## src/rtl/gof_sqrt.sv

```systemverilog
// Pipelined integer square root, one result bit per stage, with side payload.
// No package dependencies.
module gof_sqrt #(
    parameter int IN_W   = 36,
    parameter int SIDE_W = 8
) (
    input  logic                clk,
    input  logic                rst_n,
    input  logic                en,
    input  logic                in_valid,
    input  logic [IN_W-1:0]     in_val,
    input  logic [SIDE_W-1:0]   in_side,
    output logic                out_valid,
    output logic [IN_W/2-1:0]   out_root,
    output logic [SIDE_W-1:0]   out_side
);
    localparam int RW = IN_W / 2;

    logic [RW-1:0]   valid_reg;
    logic [IN_W-1:0] v_reg    [RW];
    logic [RW-1:0]   r_reg    [RW];
    logic [RW+1:0]   rem_reg  [RW];
    logic [SIDE_W-1:0] side_reg [RW];

    for (genvar k = 0; k < RW; k++)
    begin : g_stage
        logic              val_in;
        logic [IN_W-1:0]   v_in;
        logic [RW-1:0]     r_in;
        logic [RW+1:0]     rem_in;
        logic [SIDE_W-1:0] side_in;
        logic [RW+3:0]     cand;
        logic [RW+3:0]     trial;
        logic [RW+3:0]     sub;
        logic              ge;

        if (k == 0)
        begin : g_first
            assign val_in  = in_valid;
            assign v_in    = in_val;
            assign r_in    = '0;
            assign rem_in  = '0;
            assign side_in = in_side;
        end
        else
        begin : g_next
            assign val_in  = valid_reg[k-1];
            assign v_in    = v_reg[k-1];
            assign r_in    = r_reg[k-1];
            assign rem_in  = rem_reg[k-1];
            assign side_in = side_reg[k-1];
        end

        // bring down two bits, try subtracting 4r+1
        assign cand  = {rem_in, v_in[IN_W-1 -: 2]};
        assign trial = {2'b00, r_in, 2'b01};
        assign ge    = cand >= trial;
        assign sub   = cand - trial;

        always_ff @(posedge clk or negedge rst_n)
        begin
            if (!rst_n)
                valid_reg[k] <= 1'b0;
            else if (en)
                valid_reg[k] <= val_in;
        end

        always_ff @(posedge clk)
        begin
            if (en)
            begin
                v_reg[k]    <= {v_in[IN_W-3:0], 2'b00};
                r_reg[k]    <= {r_in[RW-2:0], ge};
                rem_reg[k]  <= ge ? sub[RW+1:0] : cand[RW+1:0];
                side_reg[k] <= side_in;
            end
        end
    end

    assign out_valid = valid_reg[RW-1];
    assign out_root  = r_reg[RW-1];
    assign out_side  = side_reg[RW-1];
endmodule

```

## config.mk

```make
export PLATFORM = sky130hd
export DESIGN_NAME = gof_sqrt
export DESIGN_NICKNAME = d
export VERILOG_FILES = /design/src/rtl/gof_sqrt.sv
export SDC_FILE = /design/constraint.sdc
export NUM_CORES = 1
export LEC_CHECK = 0
export BUFFER_PORTS_ARGS = -buffer_cell sky130_fd_sc_hd__buf_2
export CAP_MARGIN = 20
export CORE_MARGIN = 3
export CORE_UTILIZATION = 57
export CTS_CLUSTER_DIAMETER = 120
export DETAILED_ROUTE_END_ITERATION = 8
export GPL_TIMING_DRIVEN = 0
export MAX_ROUTING_LAYER = met4
export PLACE_DENSITY = 0.76
export SYNTH_ARGS = -nofsm -noshare
export SYNTH_HDL_FRONTEND = slang
export SYNTH_SLANG_ARGS = --single-unit
```

## constraint.sdc

```tcl
create_clock -name clk -period 2.6 [get_ports clk]
set_clock_uncertainty 0.15 [all_clocks]
set_input_delay 0.78 -clock clk [delete_from_list [all_inputs] [get_ports clk]]
set_output_delay 0.78 -clock clk [all_outputs]
set_load 0.1 [all_outputs]
```

==> out/qor.yml, run 1 <==
placement:
  dpl-instance-area_um2: 43600
  dp_hpwl_um: 49800
  port_buffers: 74
  place.gp.congestion: 1.01
status:
  violations: "negative setup slack"
  outcome: "complete, but fails checks"
sta:
  min_period_ns: 2.95
  maxClockFrequency_mhz: 339
  setup_viol: 159
  fin_tns_setup_ns: -22.39
  setup_ws_ns: -0.351
  final_max_slew_viol_count: 0
  rsz0062_at_grt: "true"
  slew_headroom: 0.529
  worst_slew_pin_slew_ns: 0.706
  hold_viol_final: 0
  fin_crit_sh: 1.14
clocking:
  path_clk_slew_ns: 0.06
  cts_tree: "done"
  cts_sinks: 956
  cts.htree.levels: 3
  cts_root_buffer: "clkbuf_16"
  cts_buffers: 96
  clk_path_buf_depth: 3
  worstSkewPairLatency_ns: 0.65
synthesis:
  synthesis.area_um2: 41600
  synth_nets: 3225
  synth.ff_latch_count: 956
  synth_flop_cell: "edfxtp_1"
  synth.area.top_cells: "edfxtp_1 68%, ha_1 5.7%, xnor2_1 2.5%"
  synth-edff-count: 938
  yosysSeqAreaShare: 0.688
  synth.largest_area_cell: "edfxtp_1"
  ys_types: 74
  synthesis.instances: 2987
  ys_warn_count: 0
  syn_avg_cell_area_um2: 13.9
  async_flop_share: 0.0188
  synth_top_area_frac: 0.677
global_route:
  antenna_found_initial: 0
  grt_util_all_layers: 0.218
  grt_remaining_overflow: 0
  grt_first_pass_wirelength_um: 131000
  grt_pass1_vias: 26100
  grt_max_degree: 139
drt:
  routedWlPerCell_um: 19.7
  route.detailed.drc: 0
  dr.pass1.iters: 6
  ant_nets: 0
  routed_wl_um: 88500
  vias: 26000
  via_per_inst: 5.78
  drtIter0Drc: 1864
pwr:
  combinationalPowerShare: 0.193
  internal_power_mw: 31.0
  p_sw_frac: 0.263
  pwr-share-seq: 0.475
  powerDensity_nw_per_um2: 780
  p_sw_mw: 11.1
  ir_drop_mv: 0.655
  p_leak_nw: 20.1
  clkPwrFrac: 0.332
floorplanning:
  ios: 75
  die_area_um2: 76300
  start_util: 0.579
  die_y_um: 276
  coreArea_um2: 71900
  num_rows: 98
  dieWidth_um: 276
finish:
  layout_commonest_cell: "edfxtp_1"
  layout_common_cells: "938 x edfxtp_1, 262 x buf_4, 192 x inv_1"
  area_growth_pct: 29.6
  final_util: 0.750
  drive_gt1_frac: 0.347
  n_antenna_cell: 0
  design_area_um2: 53900
  n_fill_cell: 4069
  largest_register_ffs: 317
  nets: 3714
worst_setup_path:
  worstPathMaxFanout: 10
  endpoint_kind: "flip-flop"
  r2r_setup_slack_ns: -0.35
  cp_data_arrival_time_ns: 3.19
  critical_path_required_ns: 2.84
  path_class: "flip-flop to flip-flop"
  worstSetupStartpointType: "flip-flop"
worst_hold_path:
  hold_path.class: "primary input to flip-flop"
run:
  max_cap_violations: 0
kinds of logic (layout without fill, tap and decap cells):
logic type / after synthesis / count (layout) / share of synthesized area
flops: 956 / 956 / 0.688
simple gates: 762 / 762 / 0.0915
compound gates: 528 / 528 / 0.0775
buf+inv: 268 / 836 / 0.0243
xor+xnor: 239 / 239 / 0.0503
fa+ha+maj: 190 / 190 / 0.0571
mux: 43 / 43 / 0.0116
other cells: 1 / 1 / 0.0000901
final cells by class:
class / count / area, um2 / share of cell area
buffer: 32 / 513 / 0.00951
clock inverter: 68 / 727 / 0.0135
inverter: 222 / 866 / 0.0161
multi-input combinational: 1763 / 16100 / 0.298
timing repair buffer: 405 / 3440 / 0.0639
clock buffer: 109 / 2490 / 0.0462
sequential: 956 / 28600 / 0.531
tap: 950 / 1190 / 0.0220
Yosys cell counts, types with 38 or more instances:
library cell  number
nor2b_1           38
edfxtp_1         938
nand3_1           52
clkbuf_1          38
nor4_1            41
a21o_1            45
a21oi_1          178
inv_1            215
o21ai_0           85
nor3_1            75
xnor2_1          121
o21ai_1           67
nand2_1          163
nor2_1           210
ha_1             190
xor2_1           118
path summary, 6_finish.rpt:
path	from	endpoint	cells after the start
worst max-delay path	rem_reg[10][14]	rem_reg[11][6]	8
worst min-delay path	in_val[32]	v_reg[0][32]	1
worst max register to register	rem_reg[10][14]	rem_reg[11][6]	8
worst min register to register	side_reg[1][4]	side_reg[2][4]	0
max in group asynchronous	rst_n	g_stage[3].val_in	2
min in group asynchronous	rst_n	g_stage[8].val_in	2
metrics by stage:
| step | hold slack (ns) | power [mW] | setup WS, ns | cells |
|---|---|---|---|---|
| finish | 0.145 | 42.1 | -0.351 | 4505 |
| CTS | 0.110 | 40.8 | -0.420 | 4370 |
| global placement | 0.251 | 25.6 | -13.50 | 4011 |
| detailed placement | 0.255 | 25.5 | -0.970 | 4018 |
| global route | 0.121 | 43.7 | -0.414 | 4505 |
| floorplan | 0.250 | 23.8 | -0.149 | 2987 |
power by group through the flow:
stage / Combinational [mW] / Sequential (mW) / Clock (mW)
after floorplan: 3.77 / 20.0 / 0
after global placement: 5.12 / 20.5 / 0
after detailed placement: 5.33 / 20.1 / 0
after CTS: 6.67 / 19.9 / 14.2
after global routing: 8.75 / 20.1 / 14.8
final: 8.13 / 20.0 / 14.0
repair_timing:
action,CTS,global route
endpoints found under the hold margin,18,0
gates resized for setup,486,494
pin swaps,123,203
endpoints found under the setup margin,436,311
buffers inserted,172,151
gates cloned,13,6
hold buffers,1,0
routing by layer:
| layer | vias to the layer above | track usage | share of wire |
|---|---|---|---|
| met5 | - | - | 0 |
| met4 | 0 | 0.102 | 0.055 |
| met3 | 325 | 0.0281 | 0.037 |
| met2 | 753 | 0.393 | 0.54 |
| met1 | 12800 | 0.239 | 0.37 |
| li1 | 12100 | - | - |
worst max-delay path, stage by stage (launching register included):
cell and delay, ns:
edfxtp_1 0.39, or3_4 0.40, or3_4 0.36, nor4_4 0.21, o21ai_2 0.12, or4_4 0.55, buf_12 0.17, buf_12 0.15
o21a_1 0.20
No activity file was read; power rests on OpenSTA's default activity.
==> run 2, diff against run 1 <==
--- a/config.mk
+++ b/config.mk
@@ -13,7 +13,7 @@
 export DETAILED_ROUTE_END_ITERATION = 8
 export GPL_TIMING_DRIVEN = 0
 export MAX_ROUTING_LAYER = met4
-export PLACE_DENSITY = 0.76
+export PLACE_DENSITY = 0.72
 export SYNTH_ARGS = -nofsm -noshare
 export SYNTH_HDL_FRONTEND = slang
 export SYNTH_SLANG_ARGS = --single-unit
==> out/qor.yml, run 2 (synthesis results as in run 1) <==
status:
  outcome: "complete, but fails checks"
  violations: "negative setup slack"
placement:
  dp_hpwl_um: 53200  # +6.9%
  port_buffers: 74  # unchanged
  place.gp.congestion: 0.938  # -7.2%
  dpl-instance-area_um2: 43600  # unchanged
pwr:
  powerDensity_nw_per_um2: 776  # -0.61%
  ir_drop_mv: 0.591  # -9.9%
  p_leak_nw: 20.2  # +0.52%
floorplanning:
  start_util: 0.579  # unchanged
  ios: 75  # unchanged
  die_y_um: 276  # unchanged
  die_area_um2: 76300  # unchanged
  dieWidth_um: 276  # unchanged
  coreArea_um2: 71900  # unchanged
  num_rows: 98  # unchanged
clocking:
  cts_root_buffer: "clkbuf_16"
  cts_tree: "done"
  path_clk_slew_ns: 0.06  # about the same
  cts.htree.levels: 3  # unchanged
  clk_path_buf_depth: 3  # unchanged
  cts_buffers: 95  # -1.0%
  cts_sinks: 956  # unchanged
  worstSkewPairLatency_ns: 0.66  # about the same
finish:
  nets: 3734  # +0.54%
  drive_gt1_frac: 0.337  # -0.0101
  layout_commonest_cell: "edfxtp_1"
  design_area_um2: 53900  # about the same
  layout_common_cells: "938 x edfxtp_1, 273 x buf_4, 186 x inv_1"
  area_growth_pct: 29.5  # about the same
  n_antenna_cell: 0  # unchanged
  largest_register_ffs: 317  # unchanged
sta:
  setup_viol: 142  # -11%
  fin_crit_sh: 1.12  # -0.0194
  rsz0062_at_grt: "true"
  setup_ws_ns: -0.301  # +0.0506 ns
  fin_tns_setup_ns: -21.42  # +0.970 ns
  final_max_slew_viol_count: 0  # unchanged
  timing.hold.ws_ns: 0.136  # -0.00840 ns
  hold_viol_final: 0  # unchanged
  maxClockFrequency_mhz: 345  # +1.7%
  worst_slew_pin_slew_ns: 0.859  # +0.153 ns
  slew_headroom: 0.421  # -0.108
  min_period_ns: 2.90  # -0.0506 ns
worst_setup_path:
  critical_path_required_ns: 2.85  # about the same
  crit-reg2reg-launch: "rem_reg[2][0]"
  cp_slowest_cell: "edfxtp_1"
  endpoint_kind: "flip-flop"
  critPathBufInv: 0  # -2
  cp_data_arrival_time_ns: 3.15  # -0.04 ns
  r2r_setup_slack_ns: -0.30  # +0.05 ns
  rr_worst_depth: 9  # +1
  critPathTopFamily: "simple AND/OR/NAND/NOR gates"
  slowest_delay_ns: 0.44  # -0.11 ns
  r2r-end: "rem_reg[3][17]"
  worstPathMaxFanout: 4  # -6
  startpoint: "rem_reg[2][0]"
  cp_cell_sequence: "ha_4, nand4_1, o21ai_2, nor3_4, nand4_1, or3b_4, or3b_4, nor4_4, xor2_1"
  worstSetupStartpointType: "flip-flop"
  path_class: "flip-flop to flip-flop"
worst_hold_path:
  hold_path.class: "primary input to flip-flop"
  hold_end: "v_reg[0][0]"
  hp-start: "in_val[0]"
  hold_depth: 1  # unchanged
global_route:
  grt_max_degree: 138  # -0.72%
  grt_util_all_layers: 0.226  # +0.00844
  grt_first_pass_wirelength_um: 136000  # +3.1%
  grt_pass1_vias: 25900  # -0.56%
  antenna_found_initial: 0  # unchanged
  grt_remaining_overflow: 0  # unchanged
drt:
  routedWlPerCell_um: 19.9  # +1.1%
  route.detailed.drc: 0  # unchanged
  dr.pass1.iters: 5  # -1
  routed_wl_um: 89900  # +1.5%
  via_per_inst: 5.71  # -1.2%
  vias: 25800  # -0.73%
  ant_nets: 0  # unchanged
  drtIter0Drc: 1937  # +3.9%
run:
  max_cap_violations: 0  # unchanged
## run 2: changes by cell type in the layout (fill, tap and decap cells not counted), moves of 7 or more
cell | before | now
clkinvlp_4 | 10 | 0
nand2_2 | 27 | 14
clkinv_1 | 16 | 23
buf_12 | 13 | 4
o21ai_2 | 47 | 34
buf_4 | 262 | 273
buf_6 | 45 | 54
o21ai_1 | 38 | 48
nor2_4 | 47 | 36
nand2_1 | 127 | 141
## run 2: worst register-to-register path, delay by kind of cell, from the launching register on
kind                       cells  cell delay [ns]
AOI/OAI and AO/OA              1             0.24
xor gates and xnor gates       1             0.09
adders and majority gates      1             0.31
DFF                            1             0.44
and+or+nand+nor                6             1.41
## run 2: worst max path at each step
stage / cells past startpoint / end
floorplan: 7 / rem_reg[11][10]
detailed placement: 11 / rem_reg[15][5]
global placement: 4 / out_valid
global route: 8 / rem_reg[4][17]
CTS: 11 / rem_reg[15][4]
finish: 9 / rem_reg[3][17]
## run 2: power breakdown
part	switching, mW	total (mW)	leakage, nW	internal (mW)
registers	1.10	20.1	9.23	19.0
clock network	5.82	13.8	1.57	7.98
logic	4.13	7.93	9.44	3.81
## run 2: layout make-up
| type | count | area, um2 |
|---|---|---|
| Buffer | 32 | 498 |
| Sequential cell | 956 | 28600 |
| Clock buffer | 108 | 2430 |
| Clock inverter | 69 | 762 |
| Tap cell | 950 | 1190 |
| Timing Repair Buffer | 426 | 3680 |
| Multi-Input combinational cell | 1763 | 15900 |
| Inverter | 222 | 856 |
| Fill cell | 4123 | 18000 |
## run 2: routing by layer
layer	track usage	share of wire	vias up
li1	-	-	12100
met4	0.0852	0.038	0
met3	0.0304	0.039	246
met1	0.251	0.38	12700
met2	0.414	0.54	703
met5	-	0	-
## run 2: through the flow
step | setup slack, ns | util | power (mW) | instances
floorplan | -0.149 | - | 23.8 | 2987
global placement | -13.42 | 0.603 | 25.7 | 4011
detailed placement | -1.40 | 0.606 | 25.6 | 4018
CTS | -0.260 | 0.715 | 41.0 | 4395
global route | -0.394 | 0.750 | 43.5 | 4526
finish | -0.301 | 0.750 | 41.8 | 4526
## run 2: repair_timing
action | 4_1_cts | 5_1_grt
hold buffers | 1 | 0
setup buffers | 190 | 141
cloned | 19 | 5
endpoints found under the hold margin | 18 | 0
pin swaps | 155 | 192
endpoints found under the setup margin | 494 | 332
gates resized for setup | 589 | 326
==> run 3, diff against run 2 <==
--- a/config.mk
+++ b/config.mk
@@ -14,6 +14,7 @@
 export GPL_TIMING_DRIVEN = 0
 export MAX_ROUTING_LAYER = met4
 export PLACE_DENSITY = 0.72
+export SKIP_CTS_REPAIR_TIMING = 1
 export SYNTH_ARGS = -nofsm -noshare
 export SYNTH_HDL_FRONTEND = slang
 export SYNTH_SLANG_ARGS = --single-unit
==> out/qor.yml, run 3 (synthesis results as in run 1) <==
sta:
  fin_tns_setup_ns: -36.62  # -15.21 ns
  worst_slew_pin_slew_ns: 0.711  # -0.148 ns
  slew_headroom: 0.526  # +0.105
  setup_viol: 211  # +49%
  min_period_ns: 3.11  # +0.213 ns
  setup_ws_ns: -0.513  # -0.213 ns
  rsz0062_at_grt: "true"
  maxClockFrequency_mhz: 321  # -6.8%
  fin_crit_sh: 1.20  # +0.0818
  hold_viol_final: 0  # unchanged
  final_max_slew_viol_count: 0  # unchanged
floorplanning:
  ios: 75  # unchanged
  die_y_um: 276  # unchanged
  num_rows: 98  # unchanged
  coreArea_um2: 71900  # unchanged
  start_util: 0.579  # unchanged
  dieWidth_um: 276  # unchanged
  die_area_um2: 76300  # unchanged
worst_setup_path:
  endpoint: "rem_reg[15][4]"
  cp_data_arrival_time_ns: 3.37  # +0.22 ns
  endpoint_kind: "flip-flop"
  crit-reg2reg-launch: "r_reg[14][0]"
  worstSetupStartpointType: "flip-flop"
  slowest_delay_ns: 0.42  # -0.02 ns
  r2r_setup_slack_ns: -0.51  # -0.21 ns
  rr_worst_depth: 11  # +2
  cp_cell_sequence: "inv_2, ha_4, nor2b_4, o31a_1, o31a_1, nor2_4, a21o_1, nand3b_1, buf_6, buf_4, mux2_2"
  critical_path_required_ns: 2.86  # about the same
  cp_slowest_cell: "edfxtp_1"
  path_class: "flip-flop to flip-flop"
  startpoint: "r_reg[14][0]"
  r2r-end: "rem_reg[15][4]"
  crit_top_cell: "o31a_1"
  worstPathMaxFanout: 5  # +1
finish:
  area_growth_pct: 27.3
  n_antenna_cell: 0  # unchanged
  layout_common_cells: "938 x edfxtp_1, 194 x inv_1, 193 x buf_4"
  design_area_um2: 53000  # -1.7%
  final_cells: 4440  # -1.9%
  layout_commonest_cell: "edfxtp_1"
  drive_gt1_frac: 0.313  # -0.0238
  n_fill_cell: 4322  # +4.8%
  largest_register_ffs: 317  # unchanged
  nets: 3648  # -2.3%
  seqCellArea_um2: 28600  # unchanged
  multi_input_comb_area_um2: 15600  # -1.7%
clocking:
  cts_buffers: 95  # unchanged
  cts.htree.levels: 3  # unchanged
  cts_tree: "done"
  cts_root_buffer: "clkbuf_16"
  worstSkewPairLatency_ns: 0.66  # about the same
  clk_path_buf_depth: 3  # unchanged
  path_clk_slew_ns: 0.06  # about the same
  cts_sinks: 956  # unchanged
status:
  outcome: "complete, but fails checks"
  violations: "negative setup slack"
placement:
  dpl-instance-area_um2: 43600  # unchanged
  place.gp.congestion: 0.938  # unchanged
  dp_hpwl_um: 53200  # unchanged
  port_buffers: 74  # unchanged
  dp_worst_setup_slack_ns: -1.40  # unchanged
  place_inst: 4018  # unchanged
drt:
  via_per_inst: 5.70  # about the same
  drt-met1-wl_um: 33500  # -1.7%
  routed_wl_um: 87100  # -3.1%
  vias: 25300  # -1.9%
  route.detailed.drc: 0  # unchanged
  drtIter0Drc: 1785  # -7.8%
  highest_layer: "met4"
  routedWlPerCell_um: 19.6  # -1.2%
  ant_nets: 0  # unchanged
  met3WireLength_um: 3260  # -7.9%
  route.met2.wl_um: 47600  # -2.5%
  dr.pass1.iters: 5  # unchanged
global_route:
  grt_util_all_layers: 0.202  # -0.0247
  grt_first_pass_wirelength_um: 122000  # -10%
  antenna_found_initial: 0  # unchanged
  grt_pass1_vias: 24000  # -7.4%
  grt_max_degree: 138  # unchanged
  grt_remaining_overflow: 0  # unchanged
worst_hold_path:
  hold_path.class: "primary input to flip-flop"
run:
  max_cap_violations: 0  # unchanged
pwr:
  ir_drop_mv: 0.584  # -1.1%
  p_leak_nw: 19.8  # -1.9%
  power.total_mw: 41.3  # -1.2%
  powerDensity_nw_per_um2: 779  # +0.48%
run 3: worst min path at each step:
stage / cells past startpoint / slack, ns / to / start
2_1_floorplan: 0 / 0.25 / side_reg[10][0] / side_reg[9][0]
3_3_place_gp: 0 / 0.25 / side_reg[9][0] / side_reg[8][0]
3_5_place_dp: 0 / 0.25 / side_reg[11][2] / side_reg[10][2]
4_1_cts: 1 / -0.15 / out_valid / rst_n
5_1_grt: 1 / 0.11 / v_reg[0][2] / in_val[2]
6_report: 1 / 0.14 / v_reg[0][29] / in_val[29]
run 3: critical path: cells and delay by family, from the launching register on:
kind / cells / cell delay [ns]
compound gates: 3 / 0.84
simple gates: 3 / 0.50
buf+inv: 3 / 0.46
flops: 1 / 0.42
mux: 1 / 0.27
fa+ha+maj: 1 / 0.22
run 3: power breakdown:
group	switching (mW)	internal, mW
Combinational	3.99	3.47
Clock	5.78	7.98
Sequential	1.11	19.0
Total	10.9	30.4
run 3: layout make-up:
cell class | count | area share
inverters | 222 | 0.0162
well taps | 950 | 0.0224
clock buffers | 108 | 0.0458
clock inverters | 69 | 0.0144
multi-input cells | 1763 | 0.294
plain buffers | 36 | 0.00909
flip-flops and latches | 956 | 0.540
repair buffers | 336 | 0.0574
run 3: stage by stage:
stage	hold slack, ns	utilization
floorplan	0.250	-
finish	0.140	0.737
detailed placement	0.255	0.606
global placement	0.250	0.603
CTS	-0.146	0.650
global route	0.110	0.737
run 3: metal layers:
metal  vias to the layer above  GRT usage
met3                       178     0.0283
met5                         -          -
met1                     12600      0.229
li1                      12000          -
met2                       599      0.363
met4                         0     0.0752
